<file path="src/abf_pkg.sv">
// ----------------------------------------------------------------------------
// abf_pkg
// Shared types and constants for the allocation bitmap: opcodes, the row
// geometry of the flag RAM and the control and result bundles of the row unit.
// ----------------------------------------------------------------------------
package abf_pkg;

  localparam int ROW_W     = 64;  // flags per RAM row
  localparam int ROW_SEL_W = 6;   // bit select within a row
  localparam int FILL_W    = 7;   // 0..ROW_W valid flags in a row
  localparam int IDX_W     = 10;  // bit_index / found_index width
  localparam int CFG_W     = 11;  // bits_in_use width
  localparam int OP_W      = 3;

  localparam logic [CFG_W-1:0] BITS_IN_USE_RST = 11'd1024;

  typedef enum logic [OP_W-1:0] {
    OP_TEST     = 3'd0,
    OP_SET      = 3'd1,
    OP_CLEAR    = 3'd2,
    OP_FIND_CLR = 3'd3,
    OP_FIND_SET = 3'd4,
    OP_SET_ALL  = 3'd5,
    OP_CLR_ALL  = 3'd6
  } opcode_t;

  typedef struct packed {
    opcode_t              op;
    logic                 hit;     // this row holds the addressed flag, index in range
    logic [ROW_SEL_W-1:0] bit_sel;
    logic [FILL_W-1:0]    fill;    // flags of this row below the size in use
  } row_ctl_t;

  typedef struct packed {
    logic [ROW_W-1:0]     new_row;
    logic                 bit_value;
    logic                 match_any;
    logic [ROW_SEL_W-1:0] match_pos;
    logic                 any_set;
    logic                 any_clear;
  } row_res_t;

endpackage

</file>
<file path="src/allocation_bitmap_find_first.sv">
// ----------------------------------------------------------------------------
// allocation_bitmap_find_first
// Bitmap allocator with test, set, clear, find-first and whole-map operations.
// ----------------------------------------------------------------------------
// The flags sit in a RAM of 64-bit rows, NUM_FLAGS/64 rows rounded up (16 for
// the default 1024 flags). Every opcode makes one pass over all rows, one row
// read per cycle through a single shared row unit that modifies the row, looks
// for the first match and folds in the all-set/all-clear status, so an item
// goes through the scan, drain and done states before the next is accepted;
// the single read port of the flag RAM is why the rows go one at a time. The
// result sits in an output register, so a pending result does not stop the
// next item being taken. After reset the RAM is swept to zero, one row per
// cycle, during which in_ready is low; configuration writes are taken at any
// time but must only change while the block is idle.
module allocation_bitmap_find_first #(
  parameter int NUM_FLAGS = 1024
) (
  input  logic                        clk,
  input  logic                        rst_n,
  input  logic                        cfg_valid,
  output logic                        cfg_ready,
  input  logic [abf_pkg::CFG_W-1:0]   cfg_bits_in_use,
  input  logic                        in_valid,
  output logic                        in_ready,
  input  logic [abf_pkg::OP_W-1:0]    in_opcode,
  input  logic [abf_pkg::IDX_W-1:0]   in_bit_index,
  output logic                        out_valid,
  input  logic                        out_ready,
  output logic                        out_bit_value,
  output logic                        out_found,
  output logic [abf_pkg::IDX_W-1:0]   out_found_index,
  output logic                        out_all_clear,
  output logic                        out_all_set,
  output logic                        out_bad_index
);
  import abf_pkg::*;

  localparam int NUM_ROWS = (NUM_FLAGS + ROW_W - 1) / ROW_W;
  localparam int ROW_AW   = (NUM_ROWS > 1) ? $clog2(NUM_ROWS) : 1;
  localparam int NF_W     = $clog2(NUM_FLAGS + 1);
  localparam int SIZE_W   = (NF_W > CFG_W) ? NF_W : CFG_W;

  typedef enum logic [2:0] {
    ST_CLEAR,
    ST_IDLE,
    ST_SCAN,
    ST_DRAIN,
    ST_DONE
  } state_t;

  state_t              state_r;
  logic [CFG_W-1:0]    bits_in_use_r;
  opcode_t             op_r;
  logic [IDX_W-1:0]    idx_r;
  logic [ROW_AW-1:0]   rd_row_r;
  logic [ROW_AW-1:0]   proc_row_r;
  logic                proc_valid_r;
  logic                found_r;
  logic [IDX_W-1:0]    found_idx_r;
  logic                bitv_r;
  logic                any_set_r;
  logic                any_clr_r;

  logic                out_valid_r;
  logic                out_bit_value_r;
  logic                out_found_r;
  logic [IDX_W-1:0]    out_found_index_r;
  logic                out_all_clear_r;
  logic                out_all_set_r;
  logic                out_bad_index_r;

  logic [SIZE_W-1:0]   size_w;
  logic [SIZE_W-1:0]   base_w;
  logic [SIZE_W-1:0]   found_sum_w;
  logic                bad_w;
  logic                last_row_w;
  logic                out_free_w;
  logic                ram_wr_en;
  logic [ROW_AW-1:0]   ram_wr_addr;
  logic [ROW_W-1:0]    ram_wr_data;
  logic [ROW_W-1:0]    ram_rd_data;
  row_ctl_t            ctl;
  row_res_t            res;

  // size in use: register saturated to the store size
  always_comb begin
    if (SIZE_W'(bits_in_use_r) > SIZE_W'(NUM_FLAGS)) begin
      size_w = SIZE_W'(NUM_FLAGS);
    end else begin
      size_w = SIZE_W'(bits_in_use_r);
    end
    bad_w = ((op_r == OP_TEST) || (op_r == OP_SET) || (op_r == OP_CLEAR)) &&
            (SIZE_W'(idx_r) >= size_w);
    base_w      = SIZE_W'(proc_row_r) << ROW_SEL_W;
    found_sum_w = base_w + SIZE_W'(res.match_pos);
    last_row_w  = (rd_row_r == ROW_AW'(NUM_ROWS - 1));
    out_free_w  = !out_valid_r || out_ready;
  end

  always_comb begin
    ctl.op      = op_r;
    ctl.hit     = !bad_w && (SIZE_W'(proc_row_r) == SIZE_W'(idx_r >> ROW_SEL_W));
    ctl.bit_sel = idx_r[ROW_SEL_W-1:0];
    if (size_w <= base_w) begin
      ctl.fill = '0;
    end else if ((size_w - base_w) >= SIZE_W'(ROW_W)) begin
      ctl.fill = FILL_W'(ROW_W);
    end else begin
      ctl.fill = FILL_W'(size_w - base_w);
    end
  end

  always_comb begin
    ram_wr_en   = (state_r == ST_CLEAR) || proc_valid_r;
    ram_wr_addr = (state_r == ST_CLEAR) ? rd_row_r : proc_row_r;
    ram_wr_data = (state_r == ST_CLEAR) ? '0 : res.new_row;
  end

  abf_flag_ram #(
    .DEPTH  (NUM_ROWS),
    .ADDR_W (ROW_AW),
    .DATA_W (ROW_W)
  ) u_ram (
    .clk     (clk),
    .wr_en   (ram_wr_en),
    .wr_addr (ram_wr_addr),
    .wr_data (ram_wr_data),
    .rd_en   (state_r == ST_SCAN),
    .rd_addr (rd_row_r),
    .rd_data (ram_rd_data)
  );

  abf_row_unit u_row (
    .ctl     (ctl),
    .old_row (ram_rd_data),
    .res     (res)
  );

  always_ff @(posedge clk) begin
    if (!rst_n) begin
      state_r       <= ST_CLEAR;
      bits_in_use_r <= BITS_IN_USE_RST;
      rd_row_r      <= '0;
      proc_valid_r  <= 1'b0;
      out_valid_r   <= 1'b0;
    end else begin
      if (cfg_valid) begin
        bits_in_use_r <= cfg_bits_in_use;
      end
      proc_valid_r <= (state_r == ST_SCAN);
      proc_row_r   <= rd_row_r;

      if (proc_valid_r) begin
        if (!found_r && res.match_any) begin
          found_r     <= 1'b1;
          found_idx_r <= found_sum_w[IDX_W-1:0];
        end
        if (res.bit_value) bitv_r    <= 1'b1;
        if (res.any_set)   any_set_r <= 1'b1;
        if (res.any_clear) any_clr_r <= 1'b1;
      end

      // in ST_DONE the output register is reloaded below instead
      if (out_valid_r && out_ready && (state_r != ST_DONE)) begin
        out_valid_r <= 1'b0;
      end

      case (state_r)
        ST_CLEAR: begin
          if (last_row_w) begin
            rd_row_r <= '0;
            state_r  <= ST_IDLE;
          end else begin
            rd_row_r <= rd_row_r + ROW_AW'(1);
          end
        end
        ST_IDLE: begin
          if (in_valid) begin
            op_r        <= opcode_t'(in_opcode);
            idx_r       <= in_bit_index;
            rd_row_r    <= '0;
            found_r     <= 1'b0;
            found_idx_r <= '0;
            bitv_r      <= 1'b0;
            any_set_r   <= 1'b0;
            any_clr_r   <= 1'b0;
            state_r     <= ST_SCAN;
          end
        end
        ST_SCAN: begin
          if (last_row_w) begin
            rd_row_r <= '0;
            state_r  <= ST_DRAIN;
          end else begin
            rd_row_r <= rd_row_r + ROW_AW'(1);
          end
        end
        ST_DRAIN: state_r <= ST_DONE;
        ST_DONE: begin
          if (out_free_w) begin
            out_valid_r       <= 1'b1;
            out_bit_value_r   <= bitv_r;
            out_found_r       <= found_r;
            out_found_index_r <= found_idx_r;
            out_all_clear_r   <= !any_set_r;
            out_all_set_r     <= !any_clr_r;
            out_bad_index_r   <= bad_w;
            state_r           <= ST_IDLE;
          end
        end
        default: state_r <= ST_IDLE;
      endcase
    end
  end

  assign cfg_ready       = 1'b1;
  assign in_ready        = (state_r == ST_IDLE);
  assign out_valid       = out_valid_r;
  assign out_bit_value   = out_bit_value_r;
  assign out_found       = out_found_r;
  assign out_found_index = out_found_index_r;
  assign out_all_clear   = out_all_clear_r;
  assign out_all_set     = out_all_set_r;
  assign out_bad_index   = out_bad_index_r;

endmodule

</file>
<file path="src/abf_flag_ram.sv">
// ----------------------------------------------------------------------------
// abf_flag_ram
// Flag store: one write port, one read port with registered read data.
// ----------------------------------------------------------------------------
module abf_flag_ram #(
  parameter int DEPTH  = 16,
  parameter int ADDR_W = 4,
  parameter int DATA_W = 64
) (
  input  logic              clk,
  input  logic              wr_en,
  input  logic [ADDR_W-1:0] wr_addr,
  input  logic [DATA_W-1:0] wr_data,
  input  logic              rd_en,
  input  logic [ADDR_W-1:0] rd_addr,
  output logic [DATA_W-1:0] rd_data
);

  logic [DATA_W-1:0] mem [DEPTH];

  always_ff @(posedge clk) begin
    if (wr_en) begin
      mem[wr_addr] <= wr_data;
    end
    if (rd_en) begin
      rd_data <= mem[rd_addr];
    end
  end

endmodule

</file>
<file path="src/abf_row_unit.sv">
// ----------------------------------------------------------------------------
// abf_row_unit
// Shared row unit: applies the opcode to one 64-flag row, masks off flags past
// the size in use, priority-encodes the first match and reduces set/clear.
// ----------------------------------------------------------------------------
module abf_row_unit (
  input  abf_pkg::row_ctl_t        ctl,
  input  logic [abf_pkg::ROW_W-1:0] old_row,
  output abf_pkg::row_res_t        res
);
  import abf_pkg::*;

  logic [ROW_W-1:0] mask;
  logic [ROW_W-1:0] one_hot;
  logic [ROW_W-1:0] new_row;
  logic [ROW_W-1:0] match;

  always_comb begin
    if (ctl.fill >= FILL_W'(ROW_W)) begin
      mask = '1;
    end else begin
      mask = (ROW_W'(1) << ctl.fill) - ROW_W'(1);
    end
    one_hot = ROW_W'(1) << ctl.bit_sel;

    new_row = old_row;
    match   = '0;
    case (ctl.op)
      OP_SET: begin
        if (ctl.hit) new_row = old_row | one_hot;
      end
      OP_CLEAR: begin
        if (ctl.hit) new_row = old_row & ~one_hot;
      end
      OP_SET_ALL:  new_row = '1;
      OP_CLR_ALL:  new_row = '0;
      OP_FIND_SET: match = old_row & mask;
      OP_FIND_CLR: match = ~old_row & mask;
      default: ;
    endcase
  end

  // lowest set bit wins
  always_comb begin
    res.match_pos = '0;
    for (int i = ROW_W - 1; i >= 0; i--) begin
      if (match[i]) res.match_pos = ROW_SEL_W'(i);
    end
    res.new_row   = new_row;
    res.match_any = |match;
    res.bit_value = ctl.hit && (ctl.op == OP_TEST) && old_row[ctl.bit_sel];
    res.any_set   = |(new_row & mask);
    res.any_clear = |(~new_row & mask);
  end

endmodule

</file>
<file path="config.mk">
export PLATFORM = sky130hd
export DESIGN_NAME = allocation_bitmap_find_first
export DESIGN_NICKNAME = d
export VERILOG_FILES = /design/src/abf_pkg.sv /design/src/allocation_bitmap_find_first.sv /design/src/abf_flag_ram.sv /design/src/abf_row_unit.sv
export SDC_FILE = /design/constraint.sdc
export NUM_CORES = 2
export LEC_CHECK = 0
export ABC_AREA = 1
export BUFFER_PORTS_ARGS = -buffer_cell sky130_fd_sc_hd__buf_2
export CORE_MARGIN = 2
export CORE_UTILIZATION = 30
export DETAILED_ROUTE_END_ITERATION = 6
export HOLD_SLACK_MARGIN = 0.12
export SLEW_MARGIN = 10
export SYNTH_ARGS = -nofsm -noshare
export SYNTH_HDL_FRONTEND = slang
export SYNTH_SLANG_ARGS = --single-unit
</file>
<file path="constraint.sdc">
create_clock -name clk -period 8.7 [get_ports clk]
set_clock_uncertainty 0.05 [all_clocks]
set_input_delay 0.435 -clock clk [delete_from_list [all_inputs] [get_ports clk]]
set_output_delay 0.435 -clock clk [all_outputs]
set_load 0.02 [all_outputs]
</file>
## Word-level counts from Yosys, hierarchy flattened

Memory sizes are Yosys's and may differ from the RTL's. A register that Yosys moved wholly into a read port is not among the register bits.
Index checks and enable logic that the tools add are counted.

| storage, ports and cells | value |
|---|---|
| bits in registers | 66 |
| memory bits (writable) | 1024 |
| bits of input ports | 29 |
| output and inout port bits | 18 |
| word-level logic and storage cells | 194 |
| memories kept | 1 |

| cells by class | value |
|---|---|
| add/subtract/negate cells | 4 |
| order comparisons | 6 |
| equality and inequality tests | 17 |
| shift-type cells | 2 |
| muxes and demuxes | 109 |
| bitwise logic cells | 9 |
| reduce and logical (&&, ||, !) cells | 27 |

Memories:

| memory | depth | width | rd ports | clocked after memory_dff | write ports | line | source |
|---|---|---|---|---|---|---|---|
| u_ram.mem | 16 | 64 | 1 | 1 | 1 | abf_flag_ram.sv:19 | `logic [DATA_W-1:0] mem [DEPTH];` |

Operators with widths:

| cell | number |
|---|---|
| $mux 6 | 64 |
| $and 64x64->64 | 5 |
| $mux 64 | 4 |
| $pmux 64 s4 | 1 |
| $not 64->64 | 3 |
| $reduce_or 64->1 | 3 |
| $pmux 64 s2 | 1 |
| $or 64x64->64 | 1 |
| $shl 1x6->64 const A | 1 |
| $shl 1x7->64 const A | 1 |
| $sub 64x2->64 const B | 1 |
| $mux 10 | 4 |
| $mux 1 | 22 |
| $pmux 3 s5 | 1 |
| $mux 7 | 2 |
| $eq 3x2->1 const B | 4 |
| $eq 3x3->1 const B | 4 |
| $mux 3 | 4 |
| $mux 4 | 3 |
| $ge 10x11->1 | 1 |
| $ge 11x7->1 const B | 1 |
| $gt 11x11->1 const B | 1 |
| $le 11x10->1 | 1 |
| $mux 11 | 1 |
| other kinds (21) | 40 |

## Depth between registers and ports, before layout

| logic depth | value |
|---|---|
| depth in word-level cells | 80 |
| gate-level depth with buffers | 92 |
| gate-level depth less buffers | 92 |

## Cells and area by module

From an unflattened synthesis, not the netlist that was laid out.

| second synthesis, totals | value |
|---|---|
| cells, all modules | 6261 |
| area total of the unflattened synthesis | 57132.3 µm² |

Modules (own cells, without submodules):

| module | instances | cells an instance | area each (µm²) | sequential area each (µm²) |
|---|---|---|---|---|
| abf_flag_ram | 1 | 4212 | 45876.5 | 32671.3 |
| abf_row_unit | 1 | 1580 | 7588.5 | 0.0 |
| allocation_bitmap_find_first | 1 | 469 | 3667.3 | 1781.7 |

## Least setup slack after synthesis

OpenSTA, ideal clock, no wires.

| path | value |
|---|---|
| kind | register to register |
| start | register bits_in_use_r[6] |
| end | register found_idx_r[0], data pin |
| setup time | 0.270 ns |
| arrival | 6.595 ns |
| required time | 8.380 ns |
| slack | 1.785 ns |
| cell stages (with the launch flop) | 88 |
| clock period less this slack | 6.915 ns |
| cell sequence | dfxtp_1 nor2_1 nand3_1 o21ai_1 nand2_1 ha_1 fa_1 nand2_1 a21oi_1 nand2_1 nor2_4 nand2_4 nor2_4 inv_2 buf_6 nand2_1 nor2_1 inv_2 [... 52 more ...] nand2_1 nand2_1 nand2_1 nand2_1 nand2_1 nand2_1 nand2_1 nand2_1 nand2_1 nand2_1 nand2_1 nand2_1 nand2_1 nand2_1 nand2_1 nand2_1 nand2_1 a21oi_1 |

| on the way | value |
|---|---|
| longest elaborated chain between the ends | 80 |
| elaborated cells between the ends (all ways) | 85 |
| those cells by class | add/sub: 3; order compare: 4; shift: 1; mux: 73; bitwise: 2; reduce/logical: 2 |

RTL lines:

| element | line | source |
|---|---|---|
| start, declared | allocation_bitmap_find_first.sv:52 | `logic [CFG_W-1:0] bits_in_use_r;` |
| start signal, assigned | allocation_bitmap_find_first.sv:148 | `bits_in_use_r <= cfg_bits_in_use;` |
| $gt 11x11->1 | allocation_bitmap_find_first.sv:87 | `if (SIZE_W'(bits_in_use_r) > SIZE_W'(NUM_FLAGS)) begin` |
| $mux 11 * | allocation_bitmap_find_first.sv:87 |  |
| $sub 11x10->11 | allocation_bitmap_find_first.sv:109 | `ctl.fill = FILL_W'(size_w - base_w);` |
| $ge 11x7->1 | allocation_bitmap_find_first.sv:106 | `end else if ((size_w - base_w) >= SIZE_W'(ROW_W)) begin` |
| $mux 7 | allocation_bitmap_find_first.sv:106 |  |
| $mux 7 * | allocation_bitmap_find_first.sv:104 | `if (size_w <= base_w) begin` |
| $shl 1x7->64 | abf_row_unit.sv:22 | `mask = (ROW_W'(1) << ctl.fill) - ROW_W'(1);` |
| $sub 64x2->64 | abf_row_unit.sv:22 |  |
| $mux 64 * | abf_row_unit.sv:19 | `if (ctl.fill >= FILL_W'(ROW_W)) begin` |
| $and 64x64->64, on equally long branches | abf_row_unit.sv:38, abf_row_unit.sv:37 |  |
| $pmux 64 s2 * | abf_row_unit.sv:28 | `case (ctl.op)` |
| $mux 6 (64 in a row) | abf_row_unit.sv:47 | `if (match[i]) res.match_pos = ROW_SEL_W'(i);` |
| $add 10x6->10 | allocation_bitmap_find_first.sv:95 | `found_sum_w = base_w + SIZE_W'(res.match_pos);` |
| $mux 10 * | allocation_bitmap_find_first.sv:154 | `if (!found_r && res.match_any) begin` |
| $mux 10 * | allocation_bitmap_find_first.sv:153 | `if (proc_valid_r) begin` |
| $mux 10 | allocation_bitmap_find_first.sv:178 | `if (in_valid) begin` |
| $mux 10 * | allocation_bitmap_find_first.sv:168 | `case (state_r)` |
| end signal, assigned | allocation_bitmap_find_first.sv:156 | `found_idx_r <= found_sum_w[IDX_W-1:0];` |
| end, declared | allocation_bitmap_find_first.sv:59 | `logic [IDX_W-1:0] found_idx_r;` |

Every way passes the cells marked *; elsewhere a longest branch is shown, timed or not.
A chain may end at the register's enable or synchronous reset.

## Final worst setup path

Ends and elaborated chain as after synthesis.

==> out/qor.txt <==
setup TNS after final layout = 0 ns
clock root buffer = sky130_fd_sc_hd__clkbuf_16
outcome = completed
Ys Warns = 0
detailed-route via count = 38996
Inserted Clock Buffers = 115
unrepaired setup endpoints after global routing = false
Top-Level Pins = 47
first-iteration detailed-routing DRC count = 4961
share of the core filled with cells in the final layout = 0.345
Clk Latency, worst-skew pair = 0.75 ns
destination of the worst hold path = state_r[1]$_SDFFE_PN0P_
Post-Syn Area per Cell = 10.9 um^2
cell count of the worst hold path = 3
standard-cell row count = 152
number of enable-type register cells in the synthesized netlist = 1134
relative slew slack = 0.0398
layout cells sized above 1 = 0.0918
combined global-route utilization of all metal layers = 0.189
number of failing hold endpoints at the final stage = 0
Worst R2R End = found_idx_r[0]$_DFFE_PP_
H-tree levels = 3
kind of start point of the critical path = register
arrival time worst endpoint = 8.43 ns
register-to-register setup slack = 0.83 ns
power density relative to cell area = 205 nW/um^2
final setup violation count = 0
post-synthesis cell type count = 65
Req. time, crit path = 9.25 ns
routed vias/inst = 5.40
static leakage power = 20.2 nW
category of the critical setup timing path = register to register
wire per inst = 23.8 um
initial antenna violation count = 2
post-synthesis net count = 4837
highest fanout seen on the critical path = 23
TritonCTS clock tree = built
Max Transition Viols Final = 0
crit-path most repeated cell = sky130_fd_sc_hd__nand2_1
slew of the pin with the lowest slew margin = 1.43 ns
type of the worst min-delay path = primary input to register
area of all placed cells without fillers = 59400 um^2
cell area after technology mapping = 52100 um^2
x dimension of the die = 421 um
minimum period implied by the final worst setup slack = 7.87 ns
register area share after synthesis = 0.662
CTS sink count = 1154
VDD IR max = 0.151 mV
launch point of the worst reg-to-reg path = bits_in_use_r[6]$_SDFFE_PN0P_
Pre-antenna DRT Iters = 6
worst hold margin = 0.184 ns
cell type of the slowest stage on the worst timing path = sky130_fd_sc_hd__fa_1
final clock period utilization by the worst path = 0.905
clock slew seen by the registers of the worst setup and hold paths = 0.06 ns
area inside the core boundary = 172000 um^2
total placed instance area = 55200 um^2
post-route ant nets = 0
initial core utilization = 0.303
pin count of the biggest net entering global routing = 203
Net count, final = 4866
cell depth of the worst flop-to-flop path = 79
Area growth, synth to finish = 14.0%
prevailing post-synth register cell = sky130_fd_sc_hd__edfxtp_1
FFs w/ async S/R, synth = 0
max-cap viol count = 0
critical path endpoint category = register
timing-limited maximum frequency = 127 MHz
total DRC errors in the routed layout = 0
Total Power = 12.2 mW
post-synthesis cell count = 4791
register bit total from synthesis = 1154
wire length of the first global-routing pass = 250000 um
CP peak stage delay = 0.42 ns
dpl hpwl = 102000 um
height of the die = 421 um
maximum clock insertion buffer count = 3
Port Buffer Count = 45
via count of the first global-routing pass = 36350
sum of routed wire length over all layers = 172000 um
Remaining Overflow, GRT = 0
routability congestion estimate from global placement = 1.01
area of the die = 177000 um^2
hold path startpoint = in_valid
-- worst max-delay path: cells and delay by family, from the launching register on --
family / cells / cell delay, ns
flops: 1 / 0.33
simple gates: 68 / 5.52
compound gates: 3 / 0.44
fa+ha+maj: 2 / 0.65
buf+inv: 6 / 0.71
-- area by class of cell --
cell class	instances	area (um^2)
tap	2310	2890
timing repair buffer	213	1630
clock inverter	53	541
sequential	1154	34500
fill	16994	113000
inverter	201	771
multi-input combinational	3135	15900
antenna	2	5.00
clock buffer	157	3140
-- layer usage --
layer,global-route usage,part of all wire
met5,0.000278,0.000076
met4,0.0779,0.042
met3,0.0312,0.076
met2,0.295,0.45
met1,0.261,0.43
-- logic make-up after synthesis --
| family | Yosys count | share of synthesized area |
|---|---|---|
| compound gates | 1332 | 0.152 |
| xor+xnor | 7 | 0.00118 |
| fa+ha+maj | 17 | 0.00423 |
| buf+inv | 502 | 0.0374 |
| flops | 1154 | 0.662 |
| other cells | 1 | 0.0000720 |
| simple gates | 1778 | 0.144 |
-- per-stage QoR --
step | cells | setup WS [ns]
final | 7225 | 0.827
after global routing | 7224 | 0.0000657
after floorplan | 4791 | 1.78
after detailed placement | 6977 | 0.722
after global placement | 6977 | 0.564
after CTS | 7221 | 0.676
-- sequential cells by signal (all words and copies together) (netlist names) --
register,count
bitv_r,1
found_r,1
found_idx_r,10
out_valid,1
idx_r,10
out_all_clear,1
any_set_r,1
proc_row_r,4
out_found,1
out_found_index,10
out_bad_index,1
out_bit_value,1
u_ram.rd_data,64
proc_valid_r,1
rd_row_r,4
op_r,3
bits_in_use_r,11
u_ram.mem,1024
any_clr_r,1
out_all_set,1
state_r,3
-- what timing repair did --
item,4_1_cts,5_1_grt
buffers inserted,0,2
endpoints found under the setup margin,0,1
hold buffers,34,0
hold endpoints to repair,25,0
resized for setup,0,25
-- where the power goes --
group | switching [mW] | total (mW) | internal, mW | leakage [nW]
sequential | 0.0442 | 6.22 | 6.18 | 10.5
combinational | 0.759 | 1.05 | 0.288 | 7.99
clock | 2.08 | 4.89 | 2.81 | 1.78
-- synthesized netlist by cell type, types with 11 or more instances --
cell,n,area share
sky130_fd_sc_hd__buf_1,27,0.0019
sky130_fd_sc_hd__a221oi_1,14,0.0024
sky130_fd_sc_hd__o221ai_1,111,0.019
sky130_fd_sc_hd__edfxtp_1,1134,0.65
sky130_fd_sc_hd__dfxtp_1,20,0.0077
sky130_fd_sc_hd__a21oi_1,112,0.011
sky130_fd_sc_hd__inv_1,177,0.013
sky130_fd_sc_hd__o211ai_1,65,0.0094
sky130_fd_sc_hd__nand2_1,580,0.042
sky130_fd_sc_hd__o21ai_0,709,0.068
sky130_fd_sc_hd__nor2_1,818,0.059
sky130_fd_sc_hd__nand4_1,60,0.0072
sky130_fd_sc_hd__a21boi_0,68,0.0098
sky130_fd_sc_hd__ha_1,16,0.0038
sky130_fd_sc_hd__inv_2,20,0.0014
sky130_fd_sc_hd__o22ai_1,183,0.022
sky130_fd_sc_hd__a211oi_1,13,0.0019
sky130_fd_sc_hd__clkbuf_1,258,0.019
sky130_fd_sc_hd__nor4_1,11,0.0013
sky130_fd_sc_hd__nor3_1,39,0.0037
sky130_fd_sc_hd__nand3_1,212,0.020
-- how the worst max path moves through the flow --
stage,startpoint,end,slack [ns],depth (start not counted)
6_report,bits_in_use_r[6]$_SDFFE_PN0P_,found_idx_r[0]$_DFFE_PP_,0.83,79
5_1_grt,bits_in_use_r[6]$_SDFFE_PN0P_,found_idx_r[0]$_DFFE_PP_,0.00007,91
4_1_cts,bits_in_use_r[6]$_SDFFE_PN0P_,found_idx_r[0]$_DFFE_PP_,0.68,87
3_5_place_dp,bits_in_use_r[3]$_SDFFE_PN0P_,found_idx_r[0]$_DFFE_PP_,0.72,87
3_3_place_gp,bits_in_use_r[7]$_SDFFE_PN0P_,found_idx_r[0]$_DFFE_PP_,0.56,89
2_1_floorplan,bits_in_use_r[6]$_SDFFE_PN0P_,found_idx_r[0]$_DFFE_PP_,1.78,87
-- cells in the final DEF, fill, tap and decap left out, types with 12 or more instances in the layout --
master	synthesis	final
sky130_fd_sc_hd__nor3_1	39	37
sky130_fd_sc_hd__inv_2	20	20
sky130_fd_sc_hd__o22ai_1	183	183
sky130_fd_sc_hd__o21ai_0	709	707
sky130_fd_sc_hd__inv_1	177	173
sky130_fd_sc_hd__a211oi_1	13	13
sky130_fd_sc_hd__clkinv_1	4	27
sky130_fd_sc_hd__edfxtp_1	1134	1134
sky130_fd_sc_hd__ha_1	16	15
sky130_fd_sc_hd__dfxtp_1	20	17
sky130_fd_sc_hd__dlygate4sd3_1	0	34
sky130_fd_sc_hd__buf_4	3	129
sky130_fd_sc_hd__nand4_1	60	60
sky130_fd_sc_hd__nand3_1	212	209
sky130_fd_sc_hd__nand2_2	8	15
sky130_fd_sc_hd__nor2_4	8	34
sky130_fd_sc_hd__o211ai_1	65	65
sky130_fd_sc_hd__clkbuf_1	258	35
sky130_fd_sc_hd__o221ai_1	111	111
sky130_fd_sc_hd__nor2_1	818	787
sky130_fd_sc_hd__buf_2	7	45
sky130_fd_sc_hd__nand2_1	580	573
sky130_fd_sc_hd__clkbuf_16	0	118
sky130_fd_sc_hd__a21boi_0	68	68
sky130_fd_sc_hd__a21oi_1	112	111
sky130_fd_sc_hd__clkinv_2	0	12
sky130_fd_sc_hd__a221oi_1	14	14
sky130_fd_sc_hd__nor2_2	7	12
No activity file was read; power rests on OpenSTA's default activity.
